===== config.mk =====
export PLATFORM = sky130hd
export DESIGN_NAME = block_mean_binarizer
export DESIGN_NICKNAME = d
export VERILOG_FILES = /design/src/hw/rtl/bmb_pkg.sv /design/src/hw/rtl/block_mean_binarizer.sv /design/src/hw/rtl/bmb_accum.sv /design/src/hw/rtl/bmb_result.sv
export SDC_FILE = /design/constraint.sdc
export NUM_CORES = 1
export LEC_CHECK = 0
export BUFFER_PORTS_ARGS = -buffer_cell sky130_fd_sc_hd__buf_2
export CAP_MARGIN = 10
export CORE_ASPECT_RATIO = 0.8
export CORE_UTILIZATION = 52
export DETAILED_ROUTE_END_ITERATION = 10
export PLACE_DENSITY = 0.76
export SYNTH_ARGS = -nofsm -noshare
export SYNTH_HDL_FRONTEND = slang
export SYNTH_SLANG_ARGS = --single-unit

===== constraint.sdc =====
create_clock -name clock -period 11.8 [get_ports clock]
set_clock_uncertainty 0.1 [all_clocks]
set_input_delay 1.77 -clock clock [delete_from_list [all_inputs] [get_ports clock]]
set_output_delay 1.77 -clock clock [all_outputs]
set_load 0.02 [all_outputs]

===== src/hw/rtl/bmb_pkg.sv =====
// Package for the block mean binariser: image geometry, derived widths and the
// status record passed from the tile accumulator to the result stage.
// No dependencies.
package bmb_pkg;

   // Image geometry in tiles and pixels per tile edge
   localparam int TILE_SIZE = 5;
   localparam int GRID_ROWS = 15;
   localparam int GRID_COLS = 10;

   localparam int TILE_AREA = TILE_SIZE * TILE_SIZE;

   // Field widths
   localparam int PIXEL_W  = 8;
   localparam int THRESH_W = 8;
   localparam int TILE_IDX_W = 4;

   // Counter and accumulator widths
   localparam int XY_W    = $clog2(TILE_SIZE);
   localparam int COL_W   = (GRID_COLS > 1) ? $clog2(GRID_COLS) : 1;
   localparam int ROW_W   = (GRID_ROWS > 1) ? $clog2(GRID_ROWS) : 1;
   localparam int SUM_W   = $clog2(TILE_AREA * 255 + 1);
   localparam int LIMIT_W = $clog2(TILE_AREA * 256 + 1);

   // Threshold after reset
   localparam int THRESH_RESET = 200;

   // Finished-tile record from the accumulator
   typedef struct packed {
      logic             done;
      logic [SUM_W-1:0] sum;
      logic [ROW_W-1:0] trow;
      logic [COL_W-1:0] tcol;
   } tile_done_type;

endpackage


===== src/hw/rtl/block_mean_binarizer.sv =====
// Block mean binariser top level: joins the tile accumulator and the result stage.
// Depends on bmb_pkg, bmb_accum and bmb_result.
//
// Takes one pixel per clock in raster order while req_ready is high, and issues one
// bit per 5x5 tile on the tile's bottom-right pixel: ink 1 when the tile's floor mean
// is at or below the threshold. The result appears in the cycle after that pixel is
// accepted, from a single result register; req_ready drops only while that register
// holds a result that rsp_ready does not take in the same cycle. frame_start restarts
// the raster position. Writing the threshold scales it once into a sum limit, so the
// compare needs no divider. No clearing pass after reset.
module block_mean_binarizer
   import bmb_pkg::*;
(
   input  logic                  clock,
   input  logic                  reset,
   input  logic                  csr_wr_en,
   input  logic [THRESH_W-1:0]   csr_wr_data,
   input  logic                  req_valid,
   output logic                  req_ready,
   input  logic [PIXEL_W-1:0]    req_pixel,
   input  logic                  req_frame_start,
   output logic                  rsp_valid,
   input  logic                  rsp_ready,
   output logic                  rsp_ink,
   output logic [TILE_IDX_W-1:0] rsp_tile_row,
   output logic [TILE_IDX_W-1:0] rsp_tile_col,
   output logic                  rsp_last_tile
);

   logic          req_accept;
   tile_done_type tile_done;

   assign req_accept = req_valid && req_ready;

   // Accumulate pixels into column sums
   bmb_accum u_accum (
      .clock       (clock),
      .reset       (reset),
      .accept      (req_accept),
      .pixel       (req_pixel),
      .frame_start (req_frame_start),
      .tile_done   (tile_done)
   );

   // Threshold and register each finished tile
   bmb_result u_result (
      .clock         (clock),
      .reset         (reset),
      .csr_wr_en     (csr_wr_en),
      .csr_wr_data   (csr_wr_data),
      .tile_done     (tile_done),
      .req_ready     (req_ready),
      .rsp_valid     (rsp_valid),
      .rsp_ready     (rsp_ready),
      .rsp_ink       (rsp_ink),
      .rsp_tile_row  (rsp_tile_row),
      .rsp_tile_col  (rsp_tile_col),
      .rsp_last_tile (rsp_last_tile)
   );

endmodule


===== src/hw/rtl/bmb_accum.sv =====
// Tile accumulator: raster position counters and one running sum per tile column.
// Depends on bmb_pkg.
module bmb_accum
   import bmb_pkg::*;
(
   input  logic               clock,
   input  logic               reset,
   input  logic               accept,
   input  logic [PIXEL_W-1:0] pixel,
   input  logic               frame_start,
   output tile_done_type      tile_done
);

   logic [XY_W-1:0]  x_ff, x_in, y_ff, y_in;
   logic [COL_W-1:0] tcol_ff, tcol_in;
   logic [ROW_W-1:0] trow_ff, trow_in;
   logic [SUM_W-1:0] sums_ff [GRID_COLS];

   logic [XY_W-1:0]  x_cur, y_cur;
   logic [COL_W-1:0] tcol_cur;
   logic [ROW_W-1:0] trow_cur;
   logic             first_px, last_px;
   logic [SUM_W-1:0] sum_new;

   // Restart the position at the top-left pixel on frame start
   always_comb begin
      x_cur    = frame_start ? '0 : x_ff;
      y_cur    = frame_start ? '0 : y_ff;
      tcol_cur = frame_start ? '0 : tcol_ff;
      trow_cur = frame_start ? '0 : trow_ff;
      first_px = (x_cur == '0) && (y_cur == '0);
      last_px  = (x_cur == XY_W'(TILE_SIZE - 1)) && (y_cur == XY_W'(TILE_SIZE - 1));
   end

   // Load the sum on a tile's first pixel, add elsewhere
   always_comb begin
      if (first_px) begin
         sum_new = SUM_W'(pixel);
      end else begin
         sum_new = sums_ff[tcol_cur] + SUM_W'(pixel);
      end
   end

   // Advance the raster position, wrapping at the image edges
   always_comb begin
      x_in    = x_cur;
      y_in    = y_cur;
      tcol_in = tcol_cur;
      trow_in = trow_cur;
      if (x_cur == XY_W'(TILE_SIZE - 1)) begin
         x_in = '0;
         if (tcol_cur == COL_W'(GRID_COLS - 1)) begin
            tcol_in = '0;
            if (y_cur == XY_W'(TILE_SIZE - 1)) begin
               y_in = '0;
               if (trow_cur == ROW_W'(GRID_ROWS - 1)) begin
                  trow_in = '0;
               end else begin
                  trow_in = trow_cur + 1'b1;
               end
            end else begin
               y_in = y_cur + 1'b1;
            end
         end else begin
            tcol_in = tcol_cur + 1'b1;
         end
      end else begin
         x_in = x_cur + 1'b1;
      end
   end

   // Hold position between requests
   always_ff @(posedge clock) begin
      if (reset) begin
         x_ff    <= '0;
         y_ff    <= '0;
         tcol_ff <= '0;
         trow_ff <= '0;
      end else if (accept) begin
         x_ff    <= x_in;
         y_ff    <= y_in;
         tcol_ff <= tcol_in;
         trow_ff <= trow_in;
      end
   end

   // Write back the column sum
   always_ff @(posedge clock) begin
      if (accept) begin
         sums_ff[tcol_cur] <= sum_new;
      end
   end

   // Report a finished tile to the result stage
   always_comb begin
      tile_done.done = accept && last_px;
      tile_done.sum  = sum_new;
      tile_done.trow = trow_cur;
      tile_done.tcol = tcol_cur;
   end

endmodule


===== src/hw/rtl/bmb_result.sv =====
// Result stage: threshold limit register, tile-mean compare and result register.
// Depends on bmb_pkg.
module bmb_result
   import bmb_pkg::*;
(
   input  logic                  clock,
   input  logic                  reset,
   input  logic                  csr_wr_en,
   input  logic [THRESH_W-1:0]   csr_wr_data,
   input  tile_done_type         tile_done,
   output logic                  req_ready,
   output logic                  rsp_valid,
   input  logic                  rsp_ready,
   output logic                  rsp_ink,
   output logic [TILE_IDX_W-1:0] rsp_tile_row,
   output logic [TILE_IDX_W-1:0] rsp_tile_col,
   output logic                  rsp_last_tile
);

   // floor(sum / area) > thr  <=>  sum >= area * (thr + 1)
   localparam logic [LIMIT_W-1:0] LimitReset = LIMIT_W'(TILE_AREA * (THRESH_RESET + 1));

   logic [LIMIT_W-1:0]    limit_ff, limit_in;
   logic                  valid_ff, valid_in;
   logic                  ink_ff;
   logic [TILE_IDX_W-1:0] row_ff, col_ff;
   logic                  last_ff;

   // Scale the threshold into a sum limit on each write
   assign limit_in = LIMIT_W'(TILE_AREA) * (LIMIT_W'(csr_wr_data) + 1'b1);

   always_ff @(posedge clock) begin
      if (reset) begin
         limit_ff <= LimitReset;
      end else if (csr_wr_en) begin
         limit_ff <= limit_in;
      end
   end

   // Take a new request unless a result waits unclaimed
   assign req_ready = !valid_ff || rsp_ready;

   always_comb begin
      if (tile_done.done) begin
         valid_in = 1'b1;
      end else if (rsp_ready) begin
         valid_in = 1'b0;
      end else begin
         valid_in = valid_ff;
      end
   end

   always_ff @(posedge clock) begin
      if (reset) begin
         valid_ff <= 1'b0;
      end else begin
         valid_ff <= valid_in;
      end
   end

   // Capture the finished tile
   always_ff @(posedge clock) begin
      if (tile_done.done) begin
         ink_ff  <= (LIMIT_W'(tile_done.sum) < limit_ff);
         row_ff  <= TILE_IDX_W'(tile_done.trow);
         col_ff  <= TILE_IDX_W'(tile_done.tcol);
         last_ff <= (tile_done.trow == ROW_W'(GRID_ROWS - 1)) &&
                    (tile_done.tcol == COL_W'(GRID_COLS - 1));
      end
   end

   assign rsp_valid     = valid_ff;
   assign rsp_ink       = ink_ff;
   assign rsp_tile_row  = row_ff;
   assign rsp_tile_col  = col_ff;
   assign rsp_last_tile = last_ff;

endmodule


# ---- Word-level counts from Yosys, hierarchy flattened
# Memory sizes are Yosys's and may differ from the RTL's.
# Cells that the tools add are included.
dict set report totals {
  input_bits 22
  ramBits 130
  ff_bits 38
  elab_cells 52
  out_inout_bits 12
  mem_count 1
}
dict set report classes {
  eq_ne 4
  n_mux 19
  multipliers 1
  reduce_logical 10
  magnitude_cmp 1
  addsub 6
}
# memory words width rd rd_clocked_by_memory_dff wr line_no
set memory_table {}
lappend memory_table {u_accum.sums_ff 10 13 1 0 1 bmb_accum.sv:17} ;# logic [SUM_W-1:0] sums_ff [GRID_COLS];
# operator n
set ops {}
lappend ops {{$mux W4} 8}
lappend ops {{$mux W3} 6}
lappend ops {{$add A13 B8 Y13} 1}
lappend ops {{$lt A13 B13 Y1} 1}
lappend ops {{$mul A5 B13 Y13 const A} 1}
lappend ops {{$mux W13} 1}
lappend ops {{$add A8 B1 Y9 const B} 1}
lappend ops {{$add A4 B1 Y4 const B} 2}
lappend ops {{$eq A4 B4 Y1 const B} 2}
lappend ops {{$add A3 B1 Y3 const B} 2}
lappend ops {{$eq A3 B3 Y1 const B} 2}
lappend ops {{$logic_not A3 Y1} 2}
lappend ops {{$logic_and A1 B1 Y1} 5}
lappend ops {{$mux W1} 4}
lappend ops {{$reduce_bool A2 Y1} 1}
lappend ops {{$logic_not A1 Y1} 1}
lappend ops {{$logic_or A1 B1 Y1} 1}

# ---- Depth between registers and ports, before layout
dict set report depth {
  depth_word 6
  depth_mapped 24
  ltp_nobuf 21
}

# ---- Cells and area by module
# From an unflattened synthesis, not the netlist that was laid out.
dict set report hier_totals {
  cells_unflattened 709
  hier_area_um2 8324.2
}
# module area_each_um2 cells_per_inst n_inst
set modules_own_cells {}
lappend modules_own_cells {bmb_accum 6362.4 500 1}
lappend modules_own_cells {bmb_result 1955.6 208 1}
lappend modules_own_cells {block_mean_binarizer 6.3 1 1}

# ---- Least setup slack after synthesis
# OpenSTA, ideal clock, no wires.
dict set report synth_path {
  kind {input -> register}
  start {input req_frame_start}
  end {register u_result.ink_ff, in the netlist u_result.rsp_ink, data pin}
  slack_ps 5638
  cell_stages 23
  arrival_ps 5803
  setup_time_ps 259
  n_path_buf 4
  required_ps 11441
  cell_sequence {buf_4 > buf_2 > buf_2 > clkbuf_1 > a211oi_1 > a21oi_1 > a21oi_1 > nor3_1 > a21oi_1 > ha_1 > inv_1 > fa_1 > nand2b_1 > a21oi_1 > a211oi_1 > o21a_1 > or4_4 > mux2i_1 > ha_1 > nand4_1 > nor2_1 > o2111a_1 > a21oi_1}
}
# item line_no
set synth_lines {}
lappend synth_lines {{start, declared} block_mean_binarizer.sv:21} ;# input logic req_frame_start,
lappend synth_lines {{end signal, assigned} bmb_result.sv:64} ;# ink_ff <= (LIMIT_W'(tile_done.sum) < limit_ff);
lappend synth_lines {{end, declared} bmb_result.sv:25} ;# logic ink_ff;

==> reports/qor.txt <==
Status -> finished, final reports clean
Final ANT Viol Nets -> 0
Hold_ws -> 0.356 ns
Critical path buffers and inverters -> 3
Post-synth top cells -> edfxtp_1 (140), ha_1 (53), inv_1 (52), nor2_1 (51), a21oi_1 (43)
Hold Path Class -> flip-flop to flip-flop
Core region area -> 16000 um^2
Comb power frac -> 13.7%
Crit path arrival time -> 6.84 ns
EDFF count, synth -> 140
CP Max Fanout -> 59
Top-area cell type share of the netlist area -> 48.9%
Register clock-pin slew on the reported worst setup and hold paths -> 0.07 ns
Count leader, synth -> edfxtp_1
First-pass GRT wire length -> 30.8 mm
R2R Path Start -> u_accum.tcol_ff[0]$_SDFFE_PP0P_
Total gr overflow -> 0
Via count -> 5899
Avg Synthesized Cell Area -> 12.2 um^2
Input/output buffers -> 33
DR pass1 iterations -> 5
CTS tree -> built
Hold path start -> u_accum.x_ff[1]$_SDFFE_PP0P_
Area leader, netlist -> edfxtp_1
Dpl hpwl -> 13.3 mm
DR WL/cell -> 19.8 um
Post_cts resized -> 0
Minimum clock period -> 6.76 ns
Sequential area share after synthesis -> 55.4%
CP Launch Type -> input port
IO Count -> 34
Die W -> 146 um
Final setup vio count -> 0
Post-synthesis async set-or-reset flop share -> 0%
Largest net degree at the start of global routing -> 60
Final hold vios -> 0
TritonCTS Sinks -> 168
GP Congestion -> 0.859
Layout cells sized above 1 -> 15.0%
Ant. Diodes -> 0
Clock latency on the worst-skew pair -> 0.43 ns
Switching power -> 0.345 mW
Total negative setup slack -> 0 ns
Clk root buf -> clkbuf_16
CP Cell Sequence -> buf_2 -> buf_4 -> nand2b_1 -> o22ai_1 -> a221oi_1 -> o22a_1 -> o21a_1 -> inv_1 -> fa_1 -> nand2b_1 -> a21oi_1 -> a211oi_1 -> o21a_1 -> or4_4 -> mux2i_1 -> ha_1 -> nand4_1 -> nor2_1 -> o2111a_1 -> a21oi_1
Vias per cell -> 6.06
Max Fclk -> 148 MHz
Critical-path top delay cell -> mux2i_1
Power per standard cell area -> 140 nW/um^2
Clock power frac -> 37.3%
Starting Density -> 53.9%
Final std cells w/o fill -> 974
Slew HR -> 25.7%
GRT Total Usage -> 24.1%
Worst Max-Slew Pin Slew -> 1.11 ns
Tcrit/Tclk final -> 57.3%
Crit. End Element -> flip-flop
RSZ-0062 raised after global routing -> no
Peak supply drop -> 0.0941 mV
Crit path launch -> req_frame_start
Syn Nets -> 786
H-tree depth -> 4
Placed cells -> 943
Dominant cells by area after synthesis -> edfxtp_1 (49%), ha_1 (7.7%), dfxtp_1 (6.5%), mux2i_1 (3.1%), a21oi_1 (2.5%)
Area Overhead vs Synth -> 11.5%
Crit Path Class -> input port to flip-flop
Rows -> 41
Yosys reg bits -> 168
Routed WL -> 19.3 mm
DRT iter0 DRCs -> 608
Synth unique cells -> 68
Initial antenna violation count -> 0
Number of buffers created by CTS -> 17
Register share of total power -> 49.0%
Post-Syn Area -> 8600 um^2
Cells after synthesis -> 706
Static Leak -> 3.55 nW
Synth warn -> 0
Fin nets -> 827
Int Power -> 1.00 mW
CP peak stage delay -> 0.65 ns
Die Ht -> 117 um
Pins Over Slew Limit -> 0
Die area -> 17100 um^2
Vias in the first global route -> 5729
Drt drc -> 0
R2R Setup Slk -> 6.20 ns
Required @ worst endpoint -> 11.88 ns
Hold-fix buffers, CTS -> 0
Clk buf depth -> 2
Sw Share -> 25.6%
Max Cap Violations -> 0
Ys flop type -> edfxtp_1
CP top delay family -> simple AND/OR/NAND/NOR gates
# Post-CTS Setup Buffers -> 0
## worst paths after layout
kind                                  end  cells past startpoint
max            u_result.rsp_ink$_DFFE_PP_                     20
min          u_accum.x_ff[1]$_SDFFE_PP0P_                      2
max reg2reg    u_result.rsp_ink$_DFFE_PP_                     20
min reg2reg  u_accum.x_ff[1]$_SDFFE_PP0P_                      2
## per-stage QoR
step | util (%) | power (mW) | worst slack [ns] | area (um^2)
floorplan | - | 0.808 | 5.64 | 8600
global placement | 56.8 | 0.848 | 4.94 | 9060
detailed placement | 56.8 | 0.855 | 4.68 | 9060
CTS | 60.1 | 1.35 | 5.15 | 9590
global route | 60.1 | 1.40 | 4.70 | 9590
finish | 60.1 | 1.35 | 5.04 | 9590
## sequential cells by signal, summed over array words and instances (netlist names)
| signal | cells |
|---|---|
| u_result.rsp_ink | 1 |
| u_accum.y_ff | 3 |
| u_result.rsp_tile_col | 4 |
| u_result.rsp_last_tile | 1 |
| u_result.limit_ff | 13 |
| u_result.rsp_tile_row | 4 |
| u_accum.sums_ff | 130 |
| u_accum.x_ff | 3 |
| u_accum.trow_ff | 4 |
| u_result.rsp_valid | 1 |
| u_accum.tcol_ff | 4 |
## worst min-delay path, cell delays in order, from the launching register on
cell and delay, ns:
dfxtp_1 0.31, nand2_1 0.05, a21oi_1 0.05
## cell type report
class / instances / area [um^2]
fill: 1209 / 6360
sequential: 168 / 4770
multi-input combinational: 453 / 3500
clock buffer: 18 / 429
timing repair buffer: 55 / 330
tap: 215 / 269
inverter: 52 / 195
clock inverter: 13 / 100
## kinds of logic after synthesis
family,synth area share [%]
muxes,6.76
buffers and inverters,4.28
adders and majority gates,8.87
DFF,55.4
xor gates and xnor gates,2.55
and+or+nand+nor,10.1
AOI/OAI and AO/OA,12.1
## power groups by stage
stage	logic (mW)	clock network, mW	registers (mW)
detailed placement	0.182	0	0.674
floorplan	0.136	0	0.672
global placement	0.175	0	0.673
global route	0.211	0.528	0.662
CTS	0.185	0.509	0.661
finish	0.185	0.502	0.661
## layer usage
metal	track usage [%]	wire, um	up-vias
met5	0	0	-
met4	8.49	306	0
met3	5.04	1610	24
met2	38.6	8790	262
met1	33.1	8570	2880
li1	-	-	2733
## cell usage in the layout, fill, tap and decap left out, drive strengths merged, types with 11 or more instances in the layout
master and n:
edfxtp 140, inv 55, buf 55, ha 53
nor2 51, a21oi 43, nand2 34, dfxtp 28
mux2i 27, o21ai 24, nand2b 18, o22ai 18
clkbuf 18, nor2b 15, xor2 13, a221oi 13
xnor2 12, nor3 12, o211ai 11
No activity file was read; power rests on OpenSTA's default activity.
